### config.mk
export PLATFORM = sky130hd
export DESIGN_NAME = osd_alpha_overlay_yuv_writer
export DESIGN_NICKNAME = d
export VERILOG_FILES = /design/src/hw/rtl/oaoyw_pkg.sv /design/src/hw/rtl/oaoyw_front.sv /design/src/hw/rtl/oaoyw_fifo.sv /design/src/hw/rtl/oaoyw_back.sv /design/src/hw/rtl/osd_alpha_overlay_yuv_writer.sv
export VERILOG_INCLUDE_DIRS = /design/src /design/src/hw/rtl
export SDC_FILE = /design/constraint.sdc
export NUM_CORES = 2
export LEC_CHECK = 0
export BUFFER_PORTS_ARGS = -buffer_cell sky130_fd_sc_hd__buf_2
export CORE_MARGIN = 2
export CORE_UTILIZATION = 30
export CTS_CLUSTER_SIZE = 10
export DETAILED_ROUTE_END_ITERATION = 10
export PLACE_DENSITY = 0.54
export SKIP_CTS_REPAIR_TIMING = 1
export SLEW_MARGIN = 20
export SYNTH_ARGS = -nofsm -noshare
export SYNTH_HDL_FRONTEND = slang
export SYNTH_SLANG_ARGS = --single-unit
### constraint.sdc
create_clock -name i_clk -period 5.9 [get_ports i_clk]
set_input_delay 1.18 -clock i_clk [delete_from_list [all_inputs] [get_ports i_clk]]
set_output_delay 1.18 -clock i_clk [all_outputs]
set_load 0.01 [all_outputs]
### src/hw/rtl/osd_alpha_overlay_yuv_writer_assert.svh
// assertion macros shared by the overlay writer rtl
// expects i_clk and i_rst_n in the module that uses them
`ifndef OSD_ALPHA_OVERLAY_YUV_WRITER_ASSERT_SVH
`define OSD_ALPHA_OVERLAY_YUV_WRITER_ASSERT_SVH

// same-cycle implication, checked outside reset
`define OAOYW_ASSERT_IMPL(lbl, ante, cons) \
    lbl: assert property (@(posedge i_clk) disable iff (!i_rst_n) (ante) |-> (cons)) \
        else $error("oaoyw check failed");

// next-cycle implication, checked outside reset
`define OAOYW_ASSERT_NEXT(lbl, ante, cons) \
    lbl: assert property (@(posedge i_clk) disable iff (!i_rst_n) (ante) |=> (cons)) \
        else $error("oaoyw check failed");

`endif

### src/hw/rtl/oaoyw_pkg.sv
// shared types and constants for the osd overlay writer
// no dependencies; imported by every rtl module of the block
package oaoyw_pkg;

    // size limits
    localparam int MAX_IMAGE_WIDTH    = 4096;
    localparam int MAX_IMAGE_HEIGHT   = 4096;
    localparam int MAX_OVERLAY_WIDTH  = 1024;
    localparam int MAX_OVERLAY_HEIGHT = 256;

    // counter widths follow the overlay limits
    localparam int COL_W = $clog2(MAX_OVERLAY_WIDTH);
    localparam int ROW_W = $clog2(MAX_OVERLAY_HEIGHT);

    // field and register widths
    localparam int MODE_W   = 1;
    localparam int DIM_W    = 13;
    localparam int POS_W    = 12;
    localparam int OVW_W    = 11;
    localparam int OVH_W    = 9;
    localparam int COV_W    = 8;
    localparam int ADDR_W   = 25;
    localparam int DATA_W   = 8;
    localparam int WH_W     = 2 * DIM_W;
    localparam int CFG_IDX_W  = 3;
    localparam int CFG_DATA_W = 13;
    localparam int IN_TDATA_W  = 8;
    localparam int OUT_TDATA_W = 40;

    // register indexes
    localparam logic [CFG_IDX_W-1:0] CFG_MODE      = 3'd0;
    localparam logic [CFG_IDX_W-1:0] CFG_IMAGE_W   = 3'd1;
    localparam logic [CFG_IDX_W-1:0] CFG_IMAGE_H   = 3'd2;
    localparam logic [CFG_IDX_W-1:0] CFG_POS_X     = 3'd3;
    localparam logic [CFG_IDX_W-1:0] CFG_POS_Y     = 3'd4;
    localparam logic [CFG_IDX_W-1:0] CFG_OVERLAY_W = 3'd5;
    localparam logic [CFG_IDX_W-1:0] CFG_OVERLAY_H = 3'd6;

    // frame layouts
    localparam logic MODE_PLANAR = 1'b0;
    localparam logic MODE_PACKED = 1'b1;

    localparam logic [DATA_W-1:0] NEUTRAL_CHROMA = 8'd128;

    // queue between front and back
    localparam int FIFO_DEPTH = 4;
    localparam int FIFO_PTR_W = $clog2(FIFO_DEPTH);
    localparam int FIFO_CNT_W = $clog2(FIFO_DEPTH + 1);

    // one classified pixel that needs three writes
    typedef struct packed {
        logic              mode;
        logic [COV_W-1:0]  cov;
        logic [ADDR_W-1:0] lin;    // w*r + c
        logic [WH_W-1:0]   wh;     // luma plane size
        logic [ADDR_W-1:0] off;    // chroma offset inside a chroma plane
        logic              c_odd;
    } t_entry;

    typedef struct packed {
        logic full;
        logic empty;
    } t_fifo_stat;

endpackage

### src/hw/rtl/oaoyw_front.sv
// front end: config registers, overlay counters, pixel classification
// and address precompute; depends on oaoyw_pkg
module oaoyw_front (
    input  logic                             i_clk,
    input  logic                             i_rst_n,
    input  logic                             i_cfg_we,
    input  logic [oaoyw_pkg::CFG_IDX_W-1:0]  i_cfg_idx,
    input  logic [oaoyw_pkg::CFG_DATA_W-1:0] i_cfg_data,
    input  logic                             i_valid,
    output logic                             o_ready,
    input  logic [oaoyw_pkg::COV_W-1:0]      i_cov,
    input  oaoyw_pkg::t_fifo_stat            i_stat,
    output logic                             o_push,
    output oaoyw_pkg::t_entry                o_entry
);
    import oaoyw_pkg::*;

    // config registers
    logic              r_mode;
    logic [DIM_W-1:0]  r_img_w, r_img_h;
    logic [POS_W-1:0]  r_pos_x, r_pos_y;
    logic [OVW_W-1:0]  r_ovl_w;
    logic [OVH_W-1:0]  r_ovl_h;

    // overlay counters
    logic [COL_W-1:0]  r_col, n_col;
    logic [ROW_W-1:0]  r_row, n_row;

    // stage a
    logic              r_a_vld;
    logic              r_a_mode;
    logic [COV_W-1:0]  r_a_cov;
    logic [DIM_W-1:0]  r_a_w, r_a_h;
    logic [POS_W:0]    r_a_c, r_a_r;
    logic [POS_W-1:0]  r_a_ysum, r_a_xsum;

    // stage b
    logic              r_b_vld;
    t_entry            r_b_ent;

    logic              a_free, b_free, acc, hit;
    logic [COL_W:0]    ow_c, col_inc;
    logic [ROW_W:0]    oh_c, row_inc;
    logic [DIM_W-1:0]  w_c, h_c;
    logic [POS_W:0]    c_sum, r_sum;
    logic [POS_W-1:0]  ysum, xsum;

    // handshake through the two stages
    always_comb begin
        b_free  = !r_b_vld || !i_stat.full;
        a_free  = !r_a_vld || b_free;
        o_ready = a_free;
        acc     = i_valid && a_free;
        o_push  = r_b_vld && !i_stat.full;
        o_entry = r_b_ent;
    end

    // clamp overlay and frame sizes
    always_comb begin
        if (r_ovl_w == '0) begin
            ow_c = (COL_W+1)'(1);
        end else if (int'(r_ovl_w) > MAX_OVERLAY_WIDTH) begin
            ow_c = (COL_W+1)'(MAX_OVERLAY_WIDTH);
        end else begin
            ow_c = (COL_W+1)'(r_ovl_w);
        end
        if (r_ovl_h == '0) begin
            oh_c = (ROW_W+1)'(1);
        end else if (int'(r_ovl_h) > MAX_OVERLAY_HEIGHT) begin
            oh_c = (ROW_W+1)'(MAX_OVERLAY_HEIGHT);
        end else begin
            oh_c = (ROW_W+1)'(r_ovl_h);
        end
        w_c = (int'(r_img_w) > MAX_IMAGE_WIDTH)  ? DIM_W'(MAX_IMAGE_WIDTH)  : r_img_w;
        h_c = (int'(r_img_h) > MAX_IMAGE_HEIGHT) ? DIM_W'(MAX_IMAGE_HEIGHT) : r_img_h;
    end

    // frame position and classification of the current pixel
    always_comb begin
        c_sum = {1'b0, r_pos_x} + (POS_W+1)'(r_col);
        r_sum = {1'b0, r_pos_y} + (POS_W+1)'(r_row);
        ysum  = POS_W'(r_pos_y >> 1) + POS_W'(r_row >> 1);
        xsum  = POS_W'(r_pos_x >> 1) + POS_W'(r_col >> 1);
        hit   = (i_cov != '0) && ({1'b0, c_sum} < {1'b0, w_c})
                && ({1'b0, r_sum} < {1'b0, h_c});
    end

    // counter advance, also on transparent or clipped pixels
    always_comb begin
        col_inc = {1'b0, r_col} + (COL_W+1)'(1);
        row_inc = {1'b0, r_row} + (ROW_W+1)'(1);
        n_col   = r_col;
        n_row   = r_row;
        if (acc) begin
            if (col_inc >= ow_c) begin
                n_col = '0;
                n_row = (row_inc >= oh_c) ? '0 : row_inc[ROW_W-1:0];
            end else begin
                n_col = col_inc[COL_W-1:0];
            end
        end
    end

    // control state and config
    always_ff @(posedge i_clk) begin
        if (!i_rst_n) begin
            r_mode  <= MODE_PLANAR;
            r_img_w <= DIM_W'(1920);
            r_img_h <= DIM_W'(1080);
            r_pos_x <= '0;
            r_pos_y <= '0;
            r_ovl_w <= OVW_W'(1024);
            r_ovl_h <= OVH_W'(64);
            r_col   <= '0;
            r_row   <= '0;
            r_a_vld <= 1'b0;
            r_b_vld <= 1'b0;
        end else begin
            if (i_cfg_we) begin
                unique case (i_cfg_idx)
                    CFG_MODE:      r_mode  <= i_cfg_data[0];
                    CFG_IMAGE_W:   r_img_w <= i_cfg_data[DIM_W-1:0];
                    CFG_IMAGE_H:   r_img_h <= i_cfg_data[DIM_W-1:0];
                    CFG_POS_X:     r_pos_x <= i_cfg_data[POS_W-1:0];
                    CFG_POS_Y:     r_pos_y <= i_cfg_data[POS_W-1:0];
                    CFG_OVERLAY_W: r_ovl_w <= i_cfg_data[OVW_W-1:0];
                    CFG_OVERLAY_H: r_ovl_h <= i_cfg_data[OVH_W-1:0];
                    default: ;
                endcase
            end
            r_col <= n_col;
            r_row <= n_row;
            if (a_free) begin
                r_a_vld <= acc && hit;
            end
            if (b_free) begin
                r_b_vld <= r_a_vld;
            end
        end
    end

    // stage a payload
    always_ff @(posedge i_clk) begin
        if (acc) begin
            r_a_mode <= r_mode;
            r_a_cov  <= i_cov;
            r_a_w    <= w_c;
            r_a_h    <= h_c;
            r_a_c    <= c_sum;
            r_a_r    <= r_sum;
            r_a_ysum <= ysum;
            r_a_xsum <= xsum;
        end
    end

    // stage b payload: the multiplications
    always_ff @(posedge i_clk) begin
        if (b_free && r_a_vld) begin
            r_b_ent.mode  <= r_a_mode;
            r_b_ent.cov   <= r_a_cov;
            r_b_ent.lin   <= ADDR_W'(r_a_w * r_a_r) + ADDR_W'(r_a_c);
            r_b_ent.wh    <= WH_W'(r_a_w * r_a_h);
            r_b_ent.off   <= ADDR_W'(r_a_w[DIM_W-1:1] * r_a_ysum) + ADDR_W'(r_a_xsum);
            r_b_ent.c_odd <= r_a_c[0];
        end
    end

endmodule

### src/hw/rtl/oaoyw_fifo.sv
// short queue of classified pixels between front and back
// depends on oaoyw_pkg and the assertion macro header
`include "osd_alpha_overlay_yuv_writer_assert.svh"

module oaoyw_fifo (
    input  logic                  i_clk,
    input  logic                  i_rst_n,
    input  logic                  i_push,
    input  oaoyw_pkg::t_entry     i_entry,
    input  logic                  i_pop,
    output oaoyw_pkg::t_entry     o_entry,
    output oaoyw_pkg::t_fifo_stat o_stat
);
    import oaoyw_pkg::*;

    t_entry                r_mem [FIFO_DEPTH];
    logic [FIFO_PTR_W-1:0] r_wr, r_rd;
    logic [FIFO_CNT_W-1:0] r_cnt;

    // status and head of queue
    always_comb begin
        o_stat.full  = (r_cnt == FIFO_CNT_W'(FIFO_DEPTH));
        o_stat.empty = (r_cnt == '0);
        o_entry      = r_mem[r_rd];
    end

    // pointers and fill level
    always_ff @(posedge i_clk) begin
        if (!i_rst_n) begin
            r_wr  <= '0;
            r_rd  <= '0;
            r_cnt <= '0;
        end else begin
            if (i_push) begin
                r_wr <= (int'(r_wr) == FIFO_DEPTH - 1) ? '0 : r_wr + FIFO_PTR_W'(1);
            end
            if (i_pop) begin
                r_rd <= (int'(r_rd) == FIFO_DEPTH - 1) ? '0 : r_rd + FIFO_PTR_W'(1);
            end
            case ({i_push, i_pop})
                2'b10:   r_cnt <= r_cnt + FIFO_CNT_W'(1);
                2'b01:   r_cnt <= r_cnt - FIFO_CNT_W'(1);
                default: r_cnt <= r_cnt;
            endcase
        end
    end

    // storage
    always_ff @(posedge i_clk) begin
        if (i_push) begin
            r_mem[r_wr] <= i_entry;
        end
    end

    `OAOYW_ASSERT_IMPL(a_no_overflow, i_push, r_cnt != FIFO_CNT_W'(FIFO_DEPTH))
    `OAOYW_ASSERT_IMPL(a_no_underflow, i_pop, r_cnt != '0)

endmodule

### src/hw/rtl/oaoyw_back.sv
// back end: expands one classified pixel into three byte writes
// through the output register; depends on oaoyw_pkg and the assertion header
`include "osd_alpha_overlay_yuv_writer_assert.svh"

module oaoyw_back (
    input  logic                          i_clk,
    input  logic                          i_rst_n,
    input  oaoyw_pkg::t_fifo_stat         i_stat,
    input  oaoyw_pkg::t_entry             i_entry,
    output logic                          o_pop,
    output logic                          o_valid,
    input  logic                          i_ready,
    output logic [oaoyw_pkg::ADDR_W-1:0]  o_addr,
    output logic [oaoyw_pkg::DATA_W-1:0]  o_data,
    output logic                          o_last
);
    import oaoyw_pkg::*;

    typedef enum logic [2:0] {
        PH_Y = 3'b001,
        PH_U = 3'b010,
        PH_V = 3'b100
    } t_phase;

    t_entry            r_ent;
    logic              r_busy;
    t_phase            r_ph, n_ph;
    logic              r_out_vld;
    logic [ADDR_W-1:0] r_out_addr;
    logic [DATA_W-1:0] r_out_data;
    logic              r_out_last;

    logic              out_free, step, last_step;
    logic [ADDR_W-1:0] ph_addr, ya, u_addr, v_addr;
    logic [DATA_W-1:0] ph_data;
    logic [WH_W-1:0]   v_base;

    // issue control
    always_comb begin
        out_free  = !r_out_vld || i_ready;
        step      = r_busy && out_free;
        last_step = step && (r_ph == PH_V);
        o_pop     = !i_stat.empty && (!r_busy || last_step);
        o_valid   = r_out_vld;
        o_addr    = r_out_addr;
        o_data    = r_out_data;
        o_last    = r_out_last;
    end

    // addresses of the three writes
    always_comb begin
        ya     = {r_ent.lin[ADDR_W-2:0], 1'b0};
        v_base = r_ent.wh + (r_ent.wh >> 2);
        u_addr = ADDR_W'(r_ent.wh) + r_ent.off;
        v_addr = ADDR_W'(v_base) + r_ent.off;
        ph_data = NEUTRAL_CHROMA;
        n_ph    = r_ph;
        unique case (r_ph)
            PH_Y: begin
                ph_addr = (r_ent.mode == MODE_PACKED) ? ya : r_ent.lin;
                ph_data = r_ent.cov;
                n_ph    = PH_U;
            end
            PH_U: begin
                ph_addr = (r_ent.mode == MODE_PACKED) ? (ya + ADDR_W'(1)) : u_addr;
                n_ph    = PH_V;
            end
            PH_V: begin
                if (r_ent.mode == MODE_PACKED) begin
                    ph_addr = r_ent.c_odd ? (ya - ADDR_W'(1)) : (ya + ADDR_W'(3));
                end else begin
                    ph_addr = v_addr;
                end
                n_ph = PH_Y;
            end
            default: begin
                ph_addr = r_ent.lin;
                n_ph    = PH_Y;
            end
        endcase
    end

    // control state
    always_ff @(posedge i_clk) begin
        if (!i_rst_n) begin
            r_busy    <= 1'b0;
            r_ph      <= PH_Y;
            r_out_vld <= 1'b0;
        end else begin
            if (o_pop) begin
                r_busy <= 1'b1;
                r_ph   <= PH_Y;
            end else if (last_step) begin
                r_busy <= 1'b0;
                r_ph   <= PH_Y;
            end else if (step) begin
                r_ph <= n_ph;
            end
            if (out_free) begin
                r_out_vld <= step;
            end
        end
    end

    // entry and output payload
    always_ff @(posedge i_clk) begin
        if (o_pop) begin
            r_ent <= i_entry;
        end
        if (step) begin
            r_out_addr <= ph_addr;
            r_out_data <= ph_data;
            r_out_last <= (r_ph == PH_V);
        end
    end

    `OAOYW_ASSERT_NEXT(a_beats_follow, r_out_vld && i_ready && !r_out_last, r_out_vld)
    `OAOYW_ASSERT_IMPL(a_last_chroma, r_out_vld && r_out_last, r_out_data == NEUTRAL_CHROMA)

endmodule

### src/hw/rtl/osd_alpha_overlay_yuv_writer.sv
// top level of the osd overlay writer: front, queue and back
// depends on oaoyw_pkg, oaoyw_front, oaoyw_fifo and oaoyw_back
//
// usage
//   slave stream: one coverage byte per item (tdata[7:0]) in overlay raster
//   order; overlay row and column counters advance on every accepted item.
//   master stream: byte writes into the frame buffer, tdata[24:0] address,
//   tdata[32:25] data, tlast on the third write of a pixel.
//   config port: write enable, register index, 13-bit data; write only
//   while the block is idle.
// write path and rate
//   a pixel that lands inside the frame and is not transparent gives three
//   writes, one per cycle while the receiver is ready; it passes stage a,
//   stage b, the queue and the output register. the single master port sets
//   the sustained rate of drawn pixels; transparent or clipped pixels are
//   accepted and produce no write.
// reset and stall
//   synchronous reset restores the register defaults and clears the
//   counters and the queue. when the receiver stalls the current write is
//   held, the four-entry queue fills and then the slave ready drops.
module osd_alpha_overlay_yuv_writer (
    input  logic                               i_clk,
    input  logic                               i_rst_n,
    input  logic                               i_cfg_we,
    input  logic [oaoyw_pkg::CFG_IDX_W-1:0]    i_cfg_idx,
    input  logic [oaoyw_pkg::CFG_DATA_W-1:0]   i_cfg_data,
    input  logic                               i_s_axis_tvalid,
    output logic                               o_s_axis_tready,
    input  logic [oaoyw_pkg::IN_TDATA_W-1:0]   i_s_axis_tdata,   // coverage
    output logic                               o_m_axis_tvalid,
    input  logic                               i_m_axis_tready,
    output logic [oaoyw_pkg::OUT_TDATA_W-1:0]  o_m_axis_tdata,   // write_address, write_data
    output logic                               o_m_axis_tlast
);
    import oaoyw_pkg::*;

    logic              push, pop;
    t_entry            front_ent, head_ent;
    t_fifo_stat        stat;
    logic [ADDR_W-1:0] wr_addr;
    logic [DATA_W-1:0] wr_data;

    // front end
    oaoyw_front u_front (
        .i_clk      (i_clk),
        .i_rst_n    (i_rst_n),
        .i_cfg_we   (i_cfg_we),
        .i_cfg_idx  (i_cfg_idx),
        .i_cfg_data (i_cfg_data),
        .i_valid    (i_s_axis_tvalid),
        .o_ready    (o_s_axis_tready),
        .i_cov      (i_s_axis_tdata[COV_W-1:0]),
        .i_stat     (stat),
        .o_push     (push),
        .o_entry    (front_ent)
    );

    // queue
    oaoyw_fifo u_fifo (
        .i_clk   (i_clk),
        .i_rst_n (i_rst_n),
        .i_push  (push),
        .i_entry (front_ent),
        .i_pop   (pop),
        .o_entry (head_ent),
        .o_stat  (stat)
    );

    // back end
    oaoyw_back u_back (
        .i_clk   (i_clk),
        .i_rst_n (i_rst_n),
        .i_stat  (stat),
        .i_entry (head_ent),
        .o_pop   (pop),
        .o_valid (o_m_axis_tvalid),
        .i_ready (i_m_axis_tready),
        .o_addr  (wr_addr),
        .o_data  (wr_data),
        .o_last  (o_m_axis_tlast)
    );

    // pack output data, zero fill to whole bytes
    assign o_m_axis_tdata = {(OUT_TDATA_W-ADDR_W-DATA_W)'(0), wr_data, wr_addr};

endmodule

==> summary.md <==
| Metric | Value |
|---|---|
| Post-DRT Antenna Nets | 0 |
| Final setup vio count | 0 |
| IO Pins | 72 |
| Total global-route track usage | 13.94% |
| Worst-Skew Late Latency | ~0.70 ns |
| Area occupied by multi-input gates | 0.02565 mm^2 |
| Least-Margin Pin Slew | 0.9689 ns |
| Iteration-0 DRC count of the detailed router | 2070 |
| Min Tclk post-route | around 5.7 ns |
| WS Path Type | reg2reg |
| Clock sink count | about 740 |
| Post-DP HPWL | 87190 um |
| Arr. time, crit path | 6.15 ns |
| DR DRC count | 0 |
| Final hold viol count | 0 |
| P per Cell Area | between 400 and 500 mW/mm^2 |
| Core outline area | ~0.16 mm^2 |
| Placed cell area | ~0.052 mm^2 |
| Period utilisation layout | a little over nine tenths |
| Via density | 4.703 |
| Setup WS pre-CTS | between 0.04 and 0.05 ns |
| Setup TNS | 0 ns |
| Cell Area, Synth | 0.04926 mm^2 |
| Number of synthesized register bits | 738 |
| Root buf cell | clkbuf_16 |
| Status | finished clean |
| Crit path from | u_front.r_a_w[4] |
| Initial antenna violation count | 5 |
| Final clock skew | 0.05738 ns |
| Routed len/inst | approximately 18 um |
| Placer Congestion | 0.9004 |
| Clk buf depth | 3 |
| R2R Path Start | u_front.r_a_w[4] |
| Largest net degree at the start of global routing | 90 |
| HP Class | reg2reg |
| Fmax | between 150 and 200 MHz |
| Hold Startpoint | u_front.r_a_cov[1] |
| Ys flop type | edfxtp_1 |
| Max-slew headroom | 35.17% |
| Unique cell type count in the Yosys netlist | between 80 and 90 |
| Fillers | around 16000 |
| Clock-pin slew on the worst setup and hold paths | about 0.05 ns |
| Final wirelength | about 120000 um |
| Final Non-Filler Cells | 6567 |
| DRT Pass-1 Iters | 5 |
| Final Slew Violations | 0 |
| Nets | roughly 5100 |
| Horiz. Die Dim | roughly 410 um |
| Ys Warns | 0 |
| First-pass GRT wire length | 183600 um |
| Finished Cell Area | ~0.055 mm^2 |
| Crit. End Element | register |
| Post-synth EDFFs | about 640 |
| Vias in the first global route | about 32000 |
| Register area | 0.02114 mm^2 |
| Share of cells above drive strength 1 | under 10% |
| Die H | slightly above 400 um |
| WP data required | roughly 6.3 ns |
| Placed cell count | about 6400 |
| Number of H-tree levels | 3 |
| GRT Residual Overflow | 0 |
| Final Worst Setup Slack | about 0.15 ns |
| Leakage power | around 22 nW |
| Die ar. | 0.1675 mm^2 |
| Peak VDD IR | 0.3443 mV |
| Async S/R FF share, synth | 0% |
| # Max-Cap Violations | 0 |
| Routed via count | 30883 |
| Mean post-synth cell area | 11.51 um^2 |
| Nature of the critical path startpoint | register |
| Total CTS buffers | 86 |
| Rows | 148 |
| Starting Density | between 30% and 40% |
| Post-synthesis sequential area ratio | ~43% |
| TritonCTS clock tree | yes |
| Port Buffer Count | between 60 and 70 |
| CP max FO | 6 |
| Cells after Synth | between 4000 and 5000 |
| RSZ-0062 raised after global routing | yes |
| Layout area overhead | 12.36% |
routing by layer:
layer	wire length, um	part of all wire [%]	vias to the layer above	GRT usage (%)
met3	4979	4.3	165	2.208
met5	13	0.011	-	0
li1	-	-	14690	-
met1	56120	48	15424	19.63
met4	3209	2.8	2	4.310
met2	52290	45	602	21.98
final timing paths:
kind	end	slack, ns	cells after the start
worst max-delay path	u_front.o_entry[74]	0.15	22
worst min-delay path	u_front.o_entry[78]	0.41	0
worst max register to register	u_front.o_entry[74]	0.15	22
worst min register to register	u_front.o_entry[78]	0.41	0
kinds of logic (layout without fill, tap and decap cells):
kind of cell	count (synthesis)	in the layout	synth area share, %
AO/OA/AOI/OAI	576	576	7.734
XOR/XNOR	154	154	2.738
other	1	8	0.007613
adder cells (fa/ha/maj)	741	741	24.81
AND/OR/NAND/NOR	1236	1236	11.97
flip-flops	738	738	42.90
multiplexers	97	97	4.155
buffers and inverters	735	842	5.690
through the flow:
step | hold WS [ns] | util [%] | total power, mW
finish | 0.4142 | 33.97 | 26.23
global route | 0.4217 | 33.97 | 28.41
CTS | 0.4154 | 33.75 | 26.01
detailed placement | 0.4054 | 32.20 | 21.01
global placement | 0.4017 | 32.19 | 20.92
floorplan | 0.4003 | - | 17.20
Yosys cell counts (5+ instances only):
library cell,n,area share [%]
mux2i_1,11,0.22
and2_1,251,3.2
or2_2,8,0.10
nor2b_1,32,0.41
mux4_2,86,3.9
a31oi_1,23,0.29
nand3b_1,10,0.15
and3_1,24,0.30
a21o_1,41,0.62
xor2_1,60,1.1
o21ai_0,123,1.2
clkbuf_1,175,1.3
buf_4,8,0.12
inv_1,537,4.1
a211oi_1,30,0.46
a221oi_1,10,0.18
buf_1,8,0.061
o21bai_1,20,0.30
nor4_1,11,0.14
o22ai_1,9,0.11
ha_1,348,8.8
xnor2_1,94,1.7
fa_1,393,16
nor3b_1,6,0.091
o21a_1,20,0.30
a21oi_1,127,1.3
nor3_1,53,0.54
nand4_1,20,0.25
or3_1,16,0.20
o31ai_1,7,0.11
nand2b_1,22,0.28
dfxtp_1,103,4.2
nor2_1,124,0.94
nand3_1,65,0.66
a22oi_1,5,0.076
edfxtp_1,635,39
o211ai_1,17,0.26
o2111ai_1,7,0.12
nand2_1,580,4.4
a21boi_0,73,1.1
registers in the layout (all words and copies together) (netlist names), 8 cells and up:
signal and flops:
u_front.r_a_xsum 12, u_front.r_row 8, u_front.r_col 10, u_back.o_data 8, u_front.r_ovl_h 9, u_front.r_a_c 13
u_front.r_pos_y 12, u_front.r_a_h 13, u_front.r_pos_x 12, u_back.r_ent 86, u_front.r_img_h 13, u_fifo.r_mem 344
u_back.o_addr 25, u_front.r_a_w 13, u_front.r_ovl_w 11, u_front.r_a_cov 8, u_front.r_a_r 13, u_front.r_a_ysum 12
u_front.o_entry 86, u_front.r_img_w 13
worst max-delay path, cell delays in order (launching register included):
cell and delay (ns):
edfxtp_1 0.52, buf_12 0.20, and2_4 0.15, fa_1 0.50
inv_2 0.04, fa_1 0.50, inv_2 0.05, fa_1 0.53
fa_1 0.45, fa_1 0.51, inv_1 0.05, fa_1 0.51
inv_2 0.05, ha_4 0.17, a21oi_1 0.16, o21bai_1 0.10
a21oi_2 0.15, nand4_1 0.21, a31oi_2 0.27, buf_4 0.13
nor2b_1 0.03, nor2_1 0.11, xnor2_1 0.07
power breakdown:
part,switching [mW],internal (mW)
clock,2.09,2.78
sequential,0.863,7.22
combinational,7.71,5.56
total,10.7,15.6
layout by cell type, fill, tap and decap left out, types with 20 or more instances in the layout:
cell type	instances
clkbuf_1	33
nand3_1	64
nor3_1	51
dfxtp_1	101
nand2b_1	22
ha_1	338
fa_1	391
nand4_1	20
a21o_1	41
o21a_1	20
o21ai_0	116
a21boi_0	72
o21bai_1	20
nor2_1	123
mux4_2	86
and3_1	24
buf_4	94
buf_2	64
nand2_1	580
nor2b_1	31
and2_1	244
edfxtp_1	635
inv_1	532
a211oi_1	27
a31oi_1	21
xnor2_1	94
a21oi_1	118
xor2_1	60
clkbuf_16	88
layout make-up:
| class | instances | area share [%] |
|---|---|---|
| well taps | 2175 | 4.917 |
| flip-flops and latches | 738 | 38.19 |
| inverters | 538 | 3.653 |
| repair buffers | 171 | 2.333 |
| diodes | 1 | 0.004521 |
| clock buffers | 122 | 4.207 |
| clock inverters | 11 | 0.3504 |
| multi-input cells | 2811 | 46.34 |
Power figures use the tool's default switching activity.
